### src/rtl/core/assert_macros.svh
// ----------------------------------------------------------------------------
// Assertion macros
// Shared concurrent assertion shorthands for the frame receiver RTL.
// ----------------------------------------------------------------------------
`ifndef ASSERT_MACROS_SVH
`define ASSERT_MACROS_SVH

// Same-cycle implication, disabled while reset is asserted (active low)
`define IRFR_ASSERT_IMP(lbl, clk, rstn, ante, cons) \
    lbl: assert property (@(posedge clk) disable iff (!(rstn)) (ante) |-> (cons)) \
        else $error("implication check failed");

// Next-cycle implication, disabled while reset is asserted (active low)
`define IRFR_ASSERT_NXT(lbl, clk, rstn, ante, cons) \
    lbl: assert property (@(posedge clk) disable iff (!(rstn)) (ante) |=> (cons)) \
        else $error("next-cycle check failed");

`endif

### src/rtl/core/irfr_pkg.sv
// ----------------------------------------------------------------------------
// irfr_pkg
// Types, register indexes, phase codes and reset values of the IR frame
// receiver.
// ----------------------------------------------------------------------------
package irfr_pkg;

    localparam int unsigned TickW = 8;
    localparam int unsigned PosW  = 4;
    localparam int unsigned AddrW = 5;
    localparam int unsigned CmdW  = 6;

    // Configuration register indexes
    localparam logic [1:0] REG_GLITCH_TICKS = 2'd0;
    localparam logic [1:0] REG_START_TICKS  = 2'd1;
    localparam logic [1:0] REG_TOGGLE_TICKS = 2'd2;
    localparam logic [1:0] REG_BIT_TICKS    = 2'd3;

    // Reset values of the delay registers
    localparam logic [TickW-1:0] GLITCH_TICKS_RST = 8'd13;
    localparam logic [TickW-1:0] START_TICKS_RST  = 8'd51;
    localparam logic [TickW-1:0] TOGGLE_TICKS_RST = 8'd28;
    localparam logic [TickW-1:0] BIT_TICKS_RST    = 8'd55;

    // Receiver phases
    localparam logic [1:0] PH_WAIT   = 2'd0;
    localparam logic [1:0] PH_GLITCH = 2'd1;
    localparam logic [1:0] PH_START  = 2'd2;
    localparam logic [1:0] PH_DATA   = 2'd3;

    // Bit positions within the data phase
    localparam logic [PosW-1:0] POS_TOGGLE    = 4'd1;
    localparam logic [PosW-1:0] POS_ADDR_LAST = 4'd6;
    localparam logic [PosW-1:0] POS_CMD_LAST  = 4'd12;

    typedef struct packed {
        logic             toggle_bit;
        logic [AddrW-1:0] device_address;
        logic [CmdW-1:0]  command_code;
    } t_frame;

    typedef struct packed {
        logic   valid;
        t_frame frame;
    } t_frame_push;

endpackage

### src/rtl/core/irfr_decoder.sv
// ----------------------------------------------------------------------------
// irfr_decoder
// Delay registers and frame state; one pin sample per transaction updates the
// state in a single pass and may push one decoded frame.
// ----------------------------------------------------------------------------
`include "assert_macros.svh"

module irfr_decoder (
    input  logic                 i_clk,
    input  logic                 i_rst_n,
    input  logic                 i_cfg_we,
    input  logic [1:0]           i_cfg_index,
    input  logic [7:0]           i_cfg_data,
    input  logic                 i_accept,
    input  logic                 i_pin_level,
    output irfr_pkg::t_frame_push o_push
);

    logic [irfr_pkg::TickW-1:0] r_glitch_ticks, r_start_ticks;
    logic [irfr_pkg::TickW-1:0] r_toggle_ticks, r_bit_ticks;

    logic [1:0]                 r_phase, n_phase;
    logic [irfr_pkg::TickW-1:0] r_count, n_count;
    logic [irfr_pkg::PosW-1:0]  r_pos, n_pos;
    logic                       r_prev, n_prev;
    logic                       r_toggle, n_toggle;
    logic [irfr_pkg::AddrW-1:0] r_addr, n_addr;
    logic [irfr_pkg::CmdW-1:0]  r_cmd, n_cmd;

    logic [irfr_pkg::TickW-1:0] count_dec;
    logic                       push;

    // Write delay registers
    always_ff @(posedge i_clk) begin
        if (!i_rst_n) begin
            r_glitch_ticks <= irfr_pkg::GLITCH_TICKS_RST;
            r_start_ticks  <= irfr_pkg::START_TICKS_RST;
            r_toggle_ticks <= irfr_pkg::TOGGLE_TICKS_RST;
            r_bit_ticks    <= irfr_pkg::BIT_TICKS_RST;
        end else if (i_cfg_we) begin
            case (i_cfg_index)
                irfr_pkg::REG_GLITCH_TICKS: r_glitch_ticks <= i_cfg_data;
                irfr_pkg::REG_START_TICKS:  r_start_ticks  <= i_cfg_data;
                irfr_pkg::REG_TOGGLE_TICKS: r_toggle_ticks <= i_cfg_data;
                irfr_pkg::REG_BIT_TICKS:    r_bit_ticks    <= i_cfg_data;
                default: ;
            endcase
        end
    end

    assign count_dec = r_count - 1'b1;

    // Advance the frame state for one pin sample
    always_comb begin
        n_phase  = r_phase;
        n_count  = r_count;
        n_pos    = r_pos;
        n_prev   = r_prev;
        n_toggle = r_toggle;
        n_addr   = r_addr;
        n_cmd    = r_cmd;
        push     = 1'b0;
        if (i_accept) begin
            n_prev = i_pin_level;
            if (r_phase == irfr_pkg::PH_WAIT) begin
                if (r_prev && !i_pin_level) begin
                    n_phase  = irfr_pkg::PH_GLITCH;
                    n_count  = r_glitch_ticks;
                    n_toggle = 1'b0;
                    n_addr   = '0;
                    n_cmd    = '0;
                end
            end else begin
                n_count = count_dec;
                if (count_dec == '0) begin
                    case (r_phase)
                        irfr_pkg::PH_GLITCH: begin
                            if (i_pin_level) begin
                                n_phase = irfr_pkg::PH_WAIT;
                            end else begin
                                n_phase = irfr_pkg::PH_START;
                                n_count = r_start_ticks;
                            end
                        end
                        irfr_pkg::PH_START: begin
                            if (i_pin_level) begin
                                n_phase = irfr_pkg::PH_WAIT;
                            end else begin
                                n_phase  = irfr_pkg::PH_DATA;
                                n_pos    = irfr_pkg::POS_TOGGLE;
                                n_count  = r_toggle_ticks;
                                n_toggle = 1'b0;
                                n_addr   = '0;
                                n_cmd    = '0;
                            end
                        end
                        default: begin
                            if (r_pos == irfr_pkg::POS_TOGGLE) begin
                                n_toggle = i_pin_level;
                                n_pos    = r_pos + 1'b1;
                                n_count  = r_bit_ticks;
                            end else if (r_pos > irfr_pkg::POS_TOGGLE &&
                                         r_pos <= irfr_pkg::POS_ADDR_LAST) begin
                                n_addr  = {r_addr[irfr_pkg::AddrW-2:0], i_pin_level};
                                n_pos   = r_pos + 1'b1;
                                n_count = r_bit_ticks;
                            end else if (r_pos > irfr_pkg::POS_ADDR_LAST &&
                                         r_pos <= irfr_pkg::POS_CMD_LAST) begin
                                n_cmd   = {r_cmd[irfr_pkg::CmdW-2:0], i_pin_level};
                                n_pos   = r_pos + 1'b1;
                                n_count = r_bit_ticks;
                            end else begin
                                // End of frame: emit the shadows as they stand
                                push    = 1'b1;
                                n_phase = irfr_pkg::PH_WAIT;
                                n_pos   = '0;
                            end
                        end
                    endcase
                end
            end
        end
    end

    // Hold the frame state
    always_ff @(posedge i_clk) begin
        if (!i_rst_n) begin
            r_phase  <= irfr_pkg::PH_WAIT;
            r_count  <= '0;
            r_pos    <= '0;
            r_prev   <= 1'b1;
            r_toggle <= 1'b0;
            r_addr   <= '0;
            r_cmd    <= '0;
        end else begin
            r_phase  <= n_phase;
            r_count  <= n_count;
            r_pos    <= n_pos;
            r_prev   <= n_prev;
            r_toggle <= n_toggle;
            r_addr   <= n_addr;
            r_cmd    <= n_cmd;
        end
    end

    assign o_push.valid                = push;
    assign o_push.frame.toggle_bit     = r_toggle;
    assign o_push.frame.device_address = r_addr;
    assign o_push.frame.command_code   = r_cmd;

    // Data phase always carries a live bit position
    `IRFR_ASSERT_IMP(a_data_pos, i_clk, i_rst_n, r_phase == irfr_pkg::PH_DATA,
        r_pos != '0 && r_pos <= irfr_pkg::POS_CMD_LAST + 1'b1)
    // A frame is pushed only out of the data phase, and returns to waiting
    `IRFR_ASSERT_NXT(a_push_wait, i_clk, i_rst_n, push,
        r_phase == irfr_pkg::PH_WAIT && r_pos == '0)

endmodule

### src/rtl/core/irfr_out_buf.sv
// ----------------------------------------------------------------------------
// irfr_out_buf
// Result register with a skid stage, so that pin samples keep flowing while
// a decoded frame waits at the output.
// ----------------------------------------------------------------------------
`include "assert_macros.svh"

module irfr_out_buf (
    input  logic                  i_clk,
    input  logic                  i_rst_n,
    input  irfr_pkg::t_frame_push i_push,
    output logic                  o_space,
    output logic                  o_valid,
    input  logic                  i_ready,
    output irfr_pkg::t_frame      o_frame
);

    logic             r_out_valid, r_skid_valid;
    irfr_pkg::t_frame r_out, r_skid;

    assign o_space = !r_skid_valid;
    assign o_valid = r_out_valid;
    assign o_frame = r_out;

    // Move frames through the output and skid registers
    always_ff @(posedge i_clk) begin
        if (!i_rst_n) begin
            r_out_valid  <= 1'b0;
            r_skid_valid <= 1'b0;
        end else if (r_out_valid && i_ready) begin
            if (r_skid_valid) begin
                r_skid_valid <= 1'b0;
            end else begin
                r_out_valid <= i_push.valid;
            end
        end else if (!r_out_valid) begin
            r_out_valid <= i_push.valid;
        end else if (i_push.valid) begin
            r_skid_valid <= 1'b1;
        end
    end

    // Payload registers
    always_ff @(posedge i_clk) begin
        if (r_out_valid && i_ready) begin
            if (r_skid_valid) begin
                r_out <= r_skid;
            end else if (i_push.valid) begin
                r_out <= i_push.frame;
            end
        end else if (!r_out_valid) begin
            if (i_push.valid) begin
                r_out <= i_push.frame;
            end
        end else if (i_push.valid) begin
            r_skid <= i_push.frame;
        end
    end

    // Skid holds a frame only behind a pending output frame
    `IRFR_ASSERT_IMP(a_skid_behind, i_clk, i_rst_n, r_skid_valid, r_out_valid)
    // No frame arrives while the skid stage is full
    `IRFR_ASSERT_IMP(a_no_overrun, i_clk, i_rst_n, r_skid_valid, !i_push.valid)

endmodule

### src/rtl/core/ir_remote_frame_receiver.sv
// ----------------------------------------------------------------------------
// ir_remote_frame_receiver
// RC5-style infrared frame receiver: one receiver pin sample per transaction,
// one frame (toggle, address, command) per completed reception.
//
//   Channel  Direction  Handshake                    Payload
//   sample   in         i_in_valid / o_in_ready      i_pin_level
//   frame    out        o_out_valid / i_out_ready    o_toggle_bit, o_device_address,
//                                                    o_command_code
//   config   in         i_cfg_we (no wait)           i_cfg_index, i_cfg_data
//
// One sample is taken every cycle while o_in_ready is high; the state update is a
// single pass between the frame state registers and the result register.
// A finished frame is registered in the result register, or in the skid register.
// Reset is synchronous, active low; delay registers return to 13/51/28/55.
// o_in_ready drops only while both the result and skid registers hold frames.
// ----------------------------------------------------------------------------
module ir_remote_frame_receiver (
    input  logic       i_clk,
    input  logic       i_rst_n,
    input  logic       i_cfg_we,
    input  logic [1:0] i_cfg_index,
    input  logic [7:0] i_cfg_data,
    input  logic       i_in_valid,
    output logic       o_in_ready,
    input  logic       i_pin_level,
    output logic       o_out_valid,
    input  logic       i_out_ready,
    output logic       o_toggle_bit,
    output logic [4:0] o_device_address,
    output logic [5:0] o_command_code
);

    irfr_pkg::t_frame_push push;
    irfr_pkg::t_frame      frame;
    logic                  accept;

    assign accept = i_in_valid && o_in_ready;

    irfr_decoder u_decoder (
        .i_clk       (i_clk),
        .i_rst_n     (i_rst_n),
        .i_cfg_we    (i_cfg_we),
        .i_cfg_index (i_cfg_index),
        .i_cfg_data  (i_cfg_data),
        .i_accept    (accept),
        .i_pin_level (i_pin_level),
        .o_push      (push)
    );

    irfr_out_buf u_out_buf (
        .i_clk   (i_clk),
        .i_rst_n (i_rst_n),
        .i_push  (push),
        .o_space (o_in_ready),
        .o_valid (o_out_valid),
        .i_ready (i_out_ready),
        .o_frame (frame)
    );

    assign o_toggle_bit     = frame.toggle_bit;
    assign o_device_address = frame.device_address;
    assign o_command_code   = frame.command_code;

endmodule

### config.mk
export PLATFORM = sky130hd
export DESIGN_NAME = ir_remote_frame_receiver
export DESIGN_NICKNAME = d
export VERILOG_FILES = /design/src/rtl/core/irfr_pkg.sv /design/src/rtl/core/irfr_decoder.sv /design/src/rtl/core/irfr_out_buf.sv /design/src/rtl/core/ir_remote_frame_receiver.sv
export VERILOG_INCLUDE_DIRS = /design/src /design/src/rtl/core
export SDC_FILE = /design/constraint.sdc
export NUM_CORES = 1
export LEC_CHECK = 0
export BUFFER_PORTS_ARGS = -buffer_cell sky130_fd_sc_hd__buf_2
export CORE_MARGIN = 10
export CORE_UTILIZATION = 55
export DETAILED_ROUTE_END_ITERATION = 8
export GPL_TIMING_DRIVEN = 0
export PLACE_DENSITY = 0.74
export RECOVER_POWER = 100
export SETUP_SLACK_MARGIN = 0.02
export SLEW_MARGIN = 20
export SYNTH_ARGS = -nofsm -noshare
export SYNTH_HDL_FRONTEND = slang
export SYNTH_HIERARCHICAL = 1
export SYNTH_SLANG_ARGS = --single-unit
### constraint.sdc
create_clock -name i_clk -period 10.9 [get_ports i_clk]
set_input_delay 0.545 -clock i_clk [delete_from_list [all_inputs] [get_ports i_clk]]
set_output_delay 0.545 -clock i_clk [all_outputs]
set_load 0.03 [all_outputs]
Yosys cells after proc, flatten, opt, wreduce, memory -nomap -nowiden
Index checks and enable logic that the tools add are counted.
{"block": "word_totals", "ram_bits": 0, "latch_bits": 0, "register_bits": 85, "wordCells": 132, "mem_bits_ro": 0, "n_memories": 0}
{"block": "classes", "addsub": 2, "bitwise": 4, "n_lt_le_gt_ge": 4, "n_shift": 0, "mul": 0, "eq_ne": 17, "muxes": 58, "div": 0, "n_reduce_logical": 28}
{"operator": "$mux 8", "count": 8}
{"operator": "$mux 12", "count": 4}
{"operator": "$mux 6", "count": 7}
{"operator": "$mux 5", "count": 6}
{"operator": "$mux 2", "count": 8}
{"operator": "$mux 4", "count": 4}
{"operator": "$pmux 8 s2", "count": 1}
{"operator": "$mux 1", "count": 15}
{"operator": "$ne 4x3->1 const B", "count": 3}
{"operator": "$pmux 6 s2", "count": 1}
{"operator": "$reduce_and 2->1", "count": 6}
{"operator": "$reduce_and 6->1", "count": 2}
{"operator": "$pmux 5 s2", "count": 1}
{"operator": "$ne 3x2->1 const B", "count": 3}
{"operator": "$reduce_bool 3->1", "count": 3}
{"operator": "$logic_not 8->1", "count": 1}
{"operator": "$ne 2x2->1 const B", "count": 4}
{"operator": "$pmux 4 s2", "count": 1}
{"operator": "$reduce_and 8->1", "count": 1}
{"operator": "$sub 8x1->8 const B", "count": 1}
{"operator": "$reduce_and 7->1", "count": 1}
{"operator": "$eq 2x2->1 const B", "count": 3}
{"operator": "$logic_and 1x1->1", "count": 5}
{"operator": "$reduce_and 5->1", "count": 1}
{"operator": "other kinds (16)", "count": 23}

Depth between registers and ports, before layout
Gate-level depths: netlist (run 1).
{"block": "logic_depth", "word_depth": 12, "mapped_depth": 13, "ltp_nobuf": 9}

Modules after synthesis
Netlist (run 1), hierarchy kept.
{"mod": "irfr_decoder", "cells_per_inst": 366, "n_inst": 1, "area_each_um2": 3019.1, "seq_area_each_um2": 1181.1}
{"mod": "irfr_out_buf", "cells_per_inst": 79, "n_inst": 1, "area_each_um2": 1169.9, "seq_area_each_um2": 760.7}
{"mod": "ir_remote_frame_receiver", "cells_per_inst": 1, "n_inst": 1, "area_each_um2": 6.3, "seq_area_each_um2": 0.0}

Worst setup path before layout (run 1)
OpenSTA, ideal clock, no wires.
{"block": "synth_timing", "kind": "reg-to-reg", "start": "register u_decoder/r_count[0] (netlist bit)", "end": "register u_out_buf/r_skid[0] (netlist bit) (enable)", "arrival_time_ns": 3.071, "setup_slack_ns": 7.448, "required_time_ns": 10.520, "path_buffers": 4, "path_stages_with_launch": 14, "setup_time_ns": 0.380, "path_cell_list": "dfxtp_1 -> inv_1 -> ha_1 -> nor3b_1 -> xor2_1 -> or3_1 -> or2_2 -> buf_6 -> nor3_1 -> buf_4 -> buf_4 -> buf_8 -> inv_1 -> nor2_1"}
{"block": "synth_via", "elab_chain_cells": 6}
{"item": "start, declared", "line": "irfr_decoder.sv:23", "text": "logic [irfr_pkg::TickW-1:0] r_count, n_count;"}
{"item": "start signal, assigned", "line": "irfr_decoder.sv:137", "text": "r_count <= n_count;"}
{"item": "$sub 8x1->8", "line": "irfr_decoder.sv:51", "text": "assign count_dec = r_count - 1'b1;"}
{"item": "$logic_not 8->1", "line": "irfr_decoder.sv:75", "text": "if (count_dec == '0) begin"}
{"item": "$mux 1", "line": "irfr_decoder.sv:75"}
{"item": "$mux 1", "line": "irfr_decoder.sv:65", "text": "if (r_phase == irfr_pkg::PH_WAIT) begin"}
{"item": "$mux 1", "line": "irfr_decoder.sv:63", "text": "if (i_accept) begin"}
{"item": "via u_decoder.push", "line": "irfr_decoder.sv:31", "text": "logic push;"}
{"item": "$reduce_and 3->1 (no line)"}
{"item": "end signal, assigned", "line": "irfr_out_buf.sv:56", "text": "r_skid <= i_push.frame;"}
{"item": "end, declared", "line": "irfr_out_buf.sv:19", "text": "irfr_pkg::t_frame r_out, r_skid;"}
The timed path passes the listed nets, and every way through them passes these cells.
A chain may end at the register's enable or synchronous reset.

Worst setup path after layout (run 1)
{"block": "layout_timing", "start": "register u_decoder/r_count[0] (netlist bit)", "end": "register u_out_buf/r_skid[6] (netlist bit) (enable)"}
Same word-level chain as after synthesis.

==> summary.md, run 1 <==
| Metric | Value |
|---|---|
| Status | finished, final reports clean |
| Synth top area cells | dfxtp_1 (29%), edfxtp_1 (17%), mux2i_1 (7.2%), nand2_1 (5.1%), nor2_1 (3.7%) |
| Final Max Tran Viols | 0 |
| Synthesis Warnings | 6 |
| Worst-path fanout max | 12 |
| H-tree depth | 3 |
| Switching Share | 0.266 |
| Mean number of vias per cell | 5.76 |
| Cell taking the most area after synthesis | dfxtp_1 |
| Syn-to-layout area delta | 10.2% |
| Crit path time final | 4.80 ns |
| Vias | 3401 |
| FF+latch count, synth | between 80 and 90 |
| Antenna viol nets, final | 0 |
| Net count, final | 511 |
| Clk_skew | 0.00909 ns |
| Hold path cells | 3 |
| Area share of the leading cell type in the synthesized netlist | 0.291 |
| Leakage Power | 1.73 nW |
| Core Util, Final | 0.630 |
| Arrival time at the worst endpoint | 4.78 ns |
| Initial Util | 0.572 |
| Die H | 107 um |
| Max-Cap Viols | 0 |
| Worst reg-to-reg path cell count | 13 |
| Post-CTS Setup Bufs | 0 |
| Total Die Area | 0.0115 mm2 |
| IO Pins | 30 |
| Maximum VDD drop | 0.0000902 V |
| Grt total ovfl | 0 |
| R2r endpoint | u_out_buf/r_skid[6] |
| GP Congestion | 0.864 |
| Root Driver | clkbuf_8 |
| Clk buf depth | 2 |
| Cells after Synth | 446 |
| Crit Path Class | flip-flop to flip-flop |
| Worst hold path type | primary input to flip-flop |
| R2r setup slk | slightly above 6 ns |
| Rows | 31 |
| Critical Path End | u_out_buf/r_skid[6] |
| Global-route wire length before repair | 16.1 mm |
| WL final | 9.91 mm |
| P_int | 0.475 mW |
| Antenna violations before repair | 0 |
| P per Cell Area | approximately 140 mW/mm2 |
| Tcrit/Tclk final | 0.441 |
| Hold_ws | around 0.42 ns |
| Antenna diodes | 0 |
| Total net switching power | 0.172 mW |
| Startpoint Class | flip-flop |
| Pre-antenna DRT Iters | 4 |
| Worst path required time | 10.88 ns |
| Worst reg2reg startpoint | u_decoder/r_count[0] |
| Largest net degree at the start of global routing | 16 |
| Synth Flop Type | dfxtp_1 |
| Most common cell in the netlist | dfxtp_1 |
| Seq/Total Area, Yosys | 0.463 |
| Syn Area/Cell | 9.41 um2 |
| Clk network pwr share | 0.354 |
| Critical Path Source | u_decoder/r_count[0] |
| Worst Tran Pin Value | 1.01 ns |
| Synthesized Nets | 471 |
| Number of synthesized flops with an enable pin | 24 |
| Register share of total power | 0.523 |
| Fmax | 208 MHz |
| Number of I/O port buffers | 29 |
| Setup crit end kind | flip-flop |
| Final setup fails | 0 |
| Setup TNS | 0 ns |
| Fraction of layout instances using a drive strength above 1 | 0.120 |
| Worst-path clk slew | around 0.080 ns |
| Distinct cells, synth | 62 |
| Final Hold Fails | 0 |
| Routed len/inst | 16.8 um |
| TritonCTS clock tree | built |
| Commonest cells in the netlist | dfxtp_1 (61), nand2_1 (57), nor2_1 (41) |
| Clk Latency, worst-skew pair | 0.35 ns |
| Hold path start | i_rst_n |
| Post-CTS sizing | 0 |
| Sink Count | 85 |
| Initial DRC count | 244 |
| Synthesized area | about 0.0042 mm2 |
| Total core area | 0.00733 mm2 |
| Asr flop ratio synth | 0 |
| Slew Limit Headroom | 0.324 |
| GRT Util Overall | 0.172 |
| RSZ-0062 raised after global routing | false |
| DRC | 0 |
| Comb pwr share | 0.122 |
| Hold-fix buffers, CTS | 0 |
| Vias in the first global route | roughly 3400 |
| Die width | 107 um |
| CTS buffer count | 9 |
| DP HPWL | between 7 and 8 mm |
power groups by stage:
stage / clock network (mW) / logic [mW] / registers, mW
after floorplan: 0 / 0.0562 / 0.346
after global placement: 0 / 0.0759 / 0.346
after detailed placement: 0 / 0.0782 / 0.346
after CTS: 0.235 / 0.0788 / 0.339
after global routing: 0.248 / 0.0873 / 0.340
final: 0.229 / 0.0792 / 0.339
metal layers:
metal	wire length, um	global-route usage	vias to the layer above
met4	118	0.0697	0
li1	-	-	1692
met5	0	0	-
met1	4390	0.199	1619
met3	476	0.0407	12
met2	4930	0.297	78
critical path: stages, from the launching register on:
cell and delay, ns:
dfxtp_1 0.47, inv_1 0.09, ha_1 0.28, nor3b_1 0.18
xor2_1 0.17, or3_1 0.47, or2_2 0.31, clkbuf_1 0.23
nor3_1 0.27, buf_4 0.14, clkbuf_1 0.30, clkbuf_1 0.58
inv_1 0.13, nor2_1 0.80
worst min path at each step:
| stage | end | slack [ns] |
|---|---|---|
| finish | u_out_buf/o_valid | 0.42 |
| CTS | u_out_buf/o_valid | 0.43 |
| floorplan | u_out_buf/r_skid[1] | 0.43 |
| global placement | u_decoder/r_toggle_ticks[0] | 0.44 |
| detailed placement | u_decoder/r_toggle_ticks[0] | 0.45 |
| global route | u_out_buf/o_valid | 0.43 |
cell families after synthesis:
| family | count (synthesis) | share of synthesized area |
|---|---|---|
| adders and majority gates | 9 | 0.0268 |
| muxes | 31 | 0.0743 |
| buffers and inverters | 46 | 0.0549 |
| xor gates and xnor gates | 6 | 0.0125 |
| AOI/OAI and AO/OA | 95 | 0.161 |
| and+or+nand+nor | 174 | 0.208 |
| DFF | 85 | 0.463 |
state kept, by name, summed over array words and instances (netlist names):
register                  cells
u_decoder/r_prev              1
u_out_buf/o_valid             1
u_out_buf/r_skid             12
u_out_buf/r_skid_valid        1
u_decoder/r_count             8
u_decoder/r_bit_ticks         8
u_decoder/r_glitch_ticks      8
u_decoder/r_phase             2
u_decoder/r_toggle            1
u_decoder/r_start_ticks       8
u_decoder/r_cmd               6
u_decoder/r_toggle_ticks      8
u_decoder/r_addr              5
u_decoder/r_pos               4
u_out_buf/o_frame            12
metrics by stage:
stage          cells  instance area [um2]  power (mW)  setup slack [ns]
2_1_floorplan    446                 4200       0.402              7.45
3_3_place_gp     574                 4460       0.421              6.92
3_5_place_dp     574                 4460       0.424              6.86
4_1_cts          590                 4670       0.653              6.85
5_1_grt          590                 4620       0.676              5.74
6_report         590                 4620       0.647              6.10
area by class of cell:
type	instances	area [um2]
repair buffers	29	128
well taps	99	124
plain buffers	30	138
inverters	16	60.1
clock buffers	10	138
clock inverters	6	66.3
multi-input cells	315	2030
fillers	630	2710
flip-flops and latches	85	1940
layout by cell type (no fill, tap or decap), types with 3 or more instances in the layout:
cell type,Yosys,routed
inv_4,0,3
edfxtp_1,24,24
xor2_1,4,4
clkbuf_8,0,10
a22oi_1,9,9
a21oi_1,21,21
o21ai_2,10,9
a31oi_1,7,7
a211oi_1,3,3
inv_1,16,16
or3_1,5,5
ha_1,9,9
clkbuf_1,16,38
o22ai_1,6,6
dfxtp_1,61,61
nand2_1,57,57
o311a_1,4,4
nor3_1,13,13
a22o_1,5,5
nand3_1,12,12
nor3b_1,3,3
o21ai_0,10,11
nand3b_1,3,3
nand4_1,14,14
nand2b_1,8,8
mux2i_1,30,30
nor2_1,41,41
buf_2,3,17
No activity file was read; power rests on OpenSTA's default activity.
==> inputs of run 2 (changes only) <==
Settings changed: CORE_UTILIZATION 55 to 54, PLACE_DENSITY 0.74 to 0.75.
Clock period 10.9 ns to 3.95 ns, I/O delays scaled along.
==> run 2 against run 1 <==
  * Sequential power rose to 2.8 times the previous value
  * Critical path depth unchanged
  * Combinational power rose to 2.7 times the previous value
  * Worst hold slack worse by 0.34 ns
  * Routed wire length down 1.6%
  * Critical path type unchanged
  * Largest cell class unchanged
==> summary.md, run 2 (synthesized netlist as in run 1, its figures left out) <==
| Metric | Value |
|---|---|
| Slew Limit Headroom | 0.200 |
| Total core area | 0.00765 mm2 |
| Layout Cell Area excl Fill | 0.00463 mm2 |
| Global-route wire length before repair | 16.2 mm |
| Root Driver | clkbuf_8 |
| Net count, final | between 500 and 600 |
| Fraction of layout instances using a drive strength above 1 | 0.118 |
| Power, Total | 1.77 mW |
| DP Area | 0.00447 mm2 |
| Hold-fix buffers, CTS | 0 |
| IO Pins | 30 |
| Crit Path Class | flip-flop to flip-flop |
| H-tree depth | 3 |
| Total net switching power | roughly 0.47 mW |
| Arrival time at the worst endpoint | 3.64 ns |
| Tcrit/Tclk final | 0.918 |
| Total Die Area | 0.0117 mm2 |
| Setup TNS | 0 ns |
| Clk Latency, worst-skew pair | roughly 0.36 ns |
| Commonest non-fill, non-tap cells in the layout | dfxtp_1 (61), nand2_1 (57), nor2_1 (40), clkbuf_1 (37), mux2i_1 (30) |
| Critical Path End | u_out_buf/r_skid[7] |
| Vias in the first global route | approximately 3400 |
| Number of I/O port buffers | 29 |
| CTS buffer count | 9 |
| Status | finished, final reports clean |
| Setup WS post-layout | 0.324 ns |
| GP Congestion | 0.851 |
| Max-Cap Viols | 0 |
| Critical Path Source | u_decoder/r_count[0] |
| Die H | 108 um |
| Fmax | 276 MHz |
| Worst-path clk slew | 0.09 ns |
| P_int | 1.29 mW |
| Rows | 32 |
| Syn-to-layout area delta | 10.4% |
| R2r setup slk | between 0.3 and 0.4 ns |
| DP HPWL | 7.11 mm |
| RSZ-0062 raised after global routing | false |
| Startpoint Class | flip-flop |
| Worst reg-to-reg path cell count | 13 |
| Worst Tran Pin Value | 1.18 ns |
| Final Max Tran Viols | 0 |
| Initial DRC count | 178 |
| Maximum VDD drop | 0.000347 V |
| Mean number of vias per cell | 5.87 |
| Clk network pwr share | 0.348 |
| Antenna diodes | 0 |
| Sink Count | 85 |
| Slowest stage delay, CP | 0.48 ns |
| Leading cell type in the layout, fill and taps excluded | dfxtp_1 |
| DP Worst Slack | -0.114 ns |
| TritonCTS clock tree | built |
| Pre-antenna DRT Iters | 6 |
| Leakage Power | 1.73 nW |
| Clk buf depth | 2 |
| Routed len/inst | approximately 16 um |
| R2r endpoint | u_out_buf/r_skid[7] |
| Vias | 3478 |
| WL final | 9.74 mm |
| Die width | 108 um |
| Crit path time final | 3.63 ns |
| Worst reg2reg startpoint | u_decoder/r_count[0] |
| DRC | 0 |
| Antenna viol nets, final | 0 |
| Grt total ovfl | 0 |
| Comb pwr share | 0.123 |
| Setup crit end kind | flip-flop |
| Antenna violations before repair | 0 |
| GRT Util Overall | 0.172 |
| Largest net degree at the start of global routing | 16 |
| Worst path required time | approximately 4.0 ns |
| P per Cell Area | 382 mW/mm2 |
| Switching Share | 0.268 |
| Worst hold path type | primary input to flip-flop |
| Register share of total power | 0.529 |
| Worst-path fanout max | 12 |
| Clk_skew | between 0.01 and 0.015 ns |
| Critical Path, Cell by Cell | inv_1 > ha_1 > nor3b_1 > xor2_1 > or3_1 > or2_2 > buf_6 > nor3_1 > buf_4 > buf_4 > buf_8 > inv_1 > nor2_4 |
| Crit-path slowest cell | or3_1 |
| Initial Util | 0.549 |
| Final setup fails | 0 |
| Post-CTS Setup Bufs | 0 |
| Final Hold Fails | 0 |
run 2: cell types whose count changed in the layout (fill, tap and decap cells not counted), moves of 2 or more:
cell | before | now
o21ai_2 | 9 | 7
buf_2 | 17 | 15
inv_4 | 3 | 0
o21ai_0 | 11 | 13
clkinv_2 | 0 | 2
run 2: worst min path at each step:
stage | to | slack [ns] | startpoint | cells past startpoint
final | u_out_buf/o_valid | 0.08 | i_rst_n | 3
after global routing | u_out_buf/o_valid | 0.08 | i_rst_n | 3
after floorplan | u_out_buf/r_skid_valid | 0.30 | i_out_ready | 1
after detailed placement | u_out_buf/r_skid[5] | 0.45 | u_decoder/r_cmd[5] | 0
after CTS | u_out_buf/o_valid | 0.08 | i_rst_n | 3
after global placement | u_decoder/r_bit_ticks[3] | 0.44 | u_decoder/r_bit_ticks[3] | 2
run 2: what timing repair did:
| action | CTS | global route |
|---|---|---|
| gates resized for setup | 1 | 1 |
| setup endpoints to repair | 12 | 12 |
| hold endpoints to repair | 0 | 0 |
| pin swaps | 0 | 0 |
run 2: power groups by stage:
stage	logic [mW]	clock network (mW)	registers [mW]
after global placement	0.211	0	0.953
after floorplan	0.155	0	0.954
after global routing	0.243	0.660	0.938
after detailed placement	0.216	0	0.954
final	0.217	0.615	0.934
after CTS	0.217	0.630	0.934
run 2: critical path: cells and delay by family, from the launching register on:
family | cells | cell delay [ns]
simple gates | 5 | 1.54
buf+inv | 6 | 0.80
flops | 1 | 0.47
fa+ha+maj | 1 | 0.29
xor+xnor | 1 | 0.17
run 2: metal layers:
metal,track usage,part of all wire
met1,0.209,0.43
met2,0.291,0.50
met3,0.0286,0.049
met5,0,0
met4,0.0830,0.019
run 2: final cells by class:
| cell class | instances | area, um2 |
|---|---|---|
| fillers | 685 | 3020 |
| multi-input cells | 315 | 2020 |
| flip-flops and latches | 85 | 1940 |
| plain buffers | 30 | 160 |
| well taps | 102 | 128 |
| repair buffers | 29 | 125 |
| clock buffers | 9 | 124 |
| clock inverters | 7 | 73.8 |
| inverters | 16 | 60.1 |
run 2: stage by stage:
stage | cells | utilization | hold WS (ns)
finish | 593 | 0.606 | 0.0843
global route | 593 | 0.606 | 0.0847
CTS | 593 | 0.610 | 0.0826
detailed placement | 577 | 0.584 | 0.446
global placement | 577 | 0.584 | 0.442
floorplan | 446 | - | 0.296
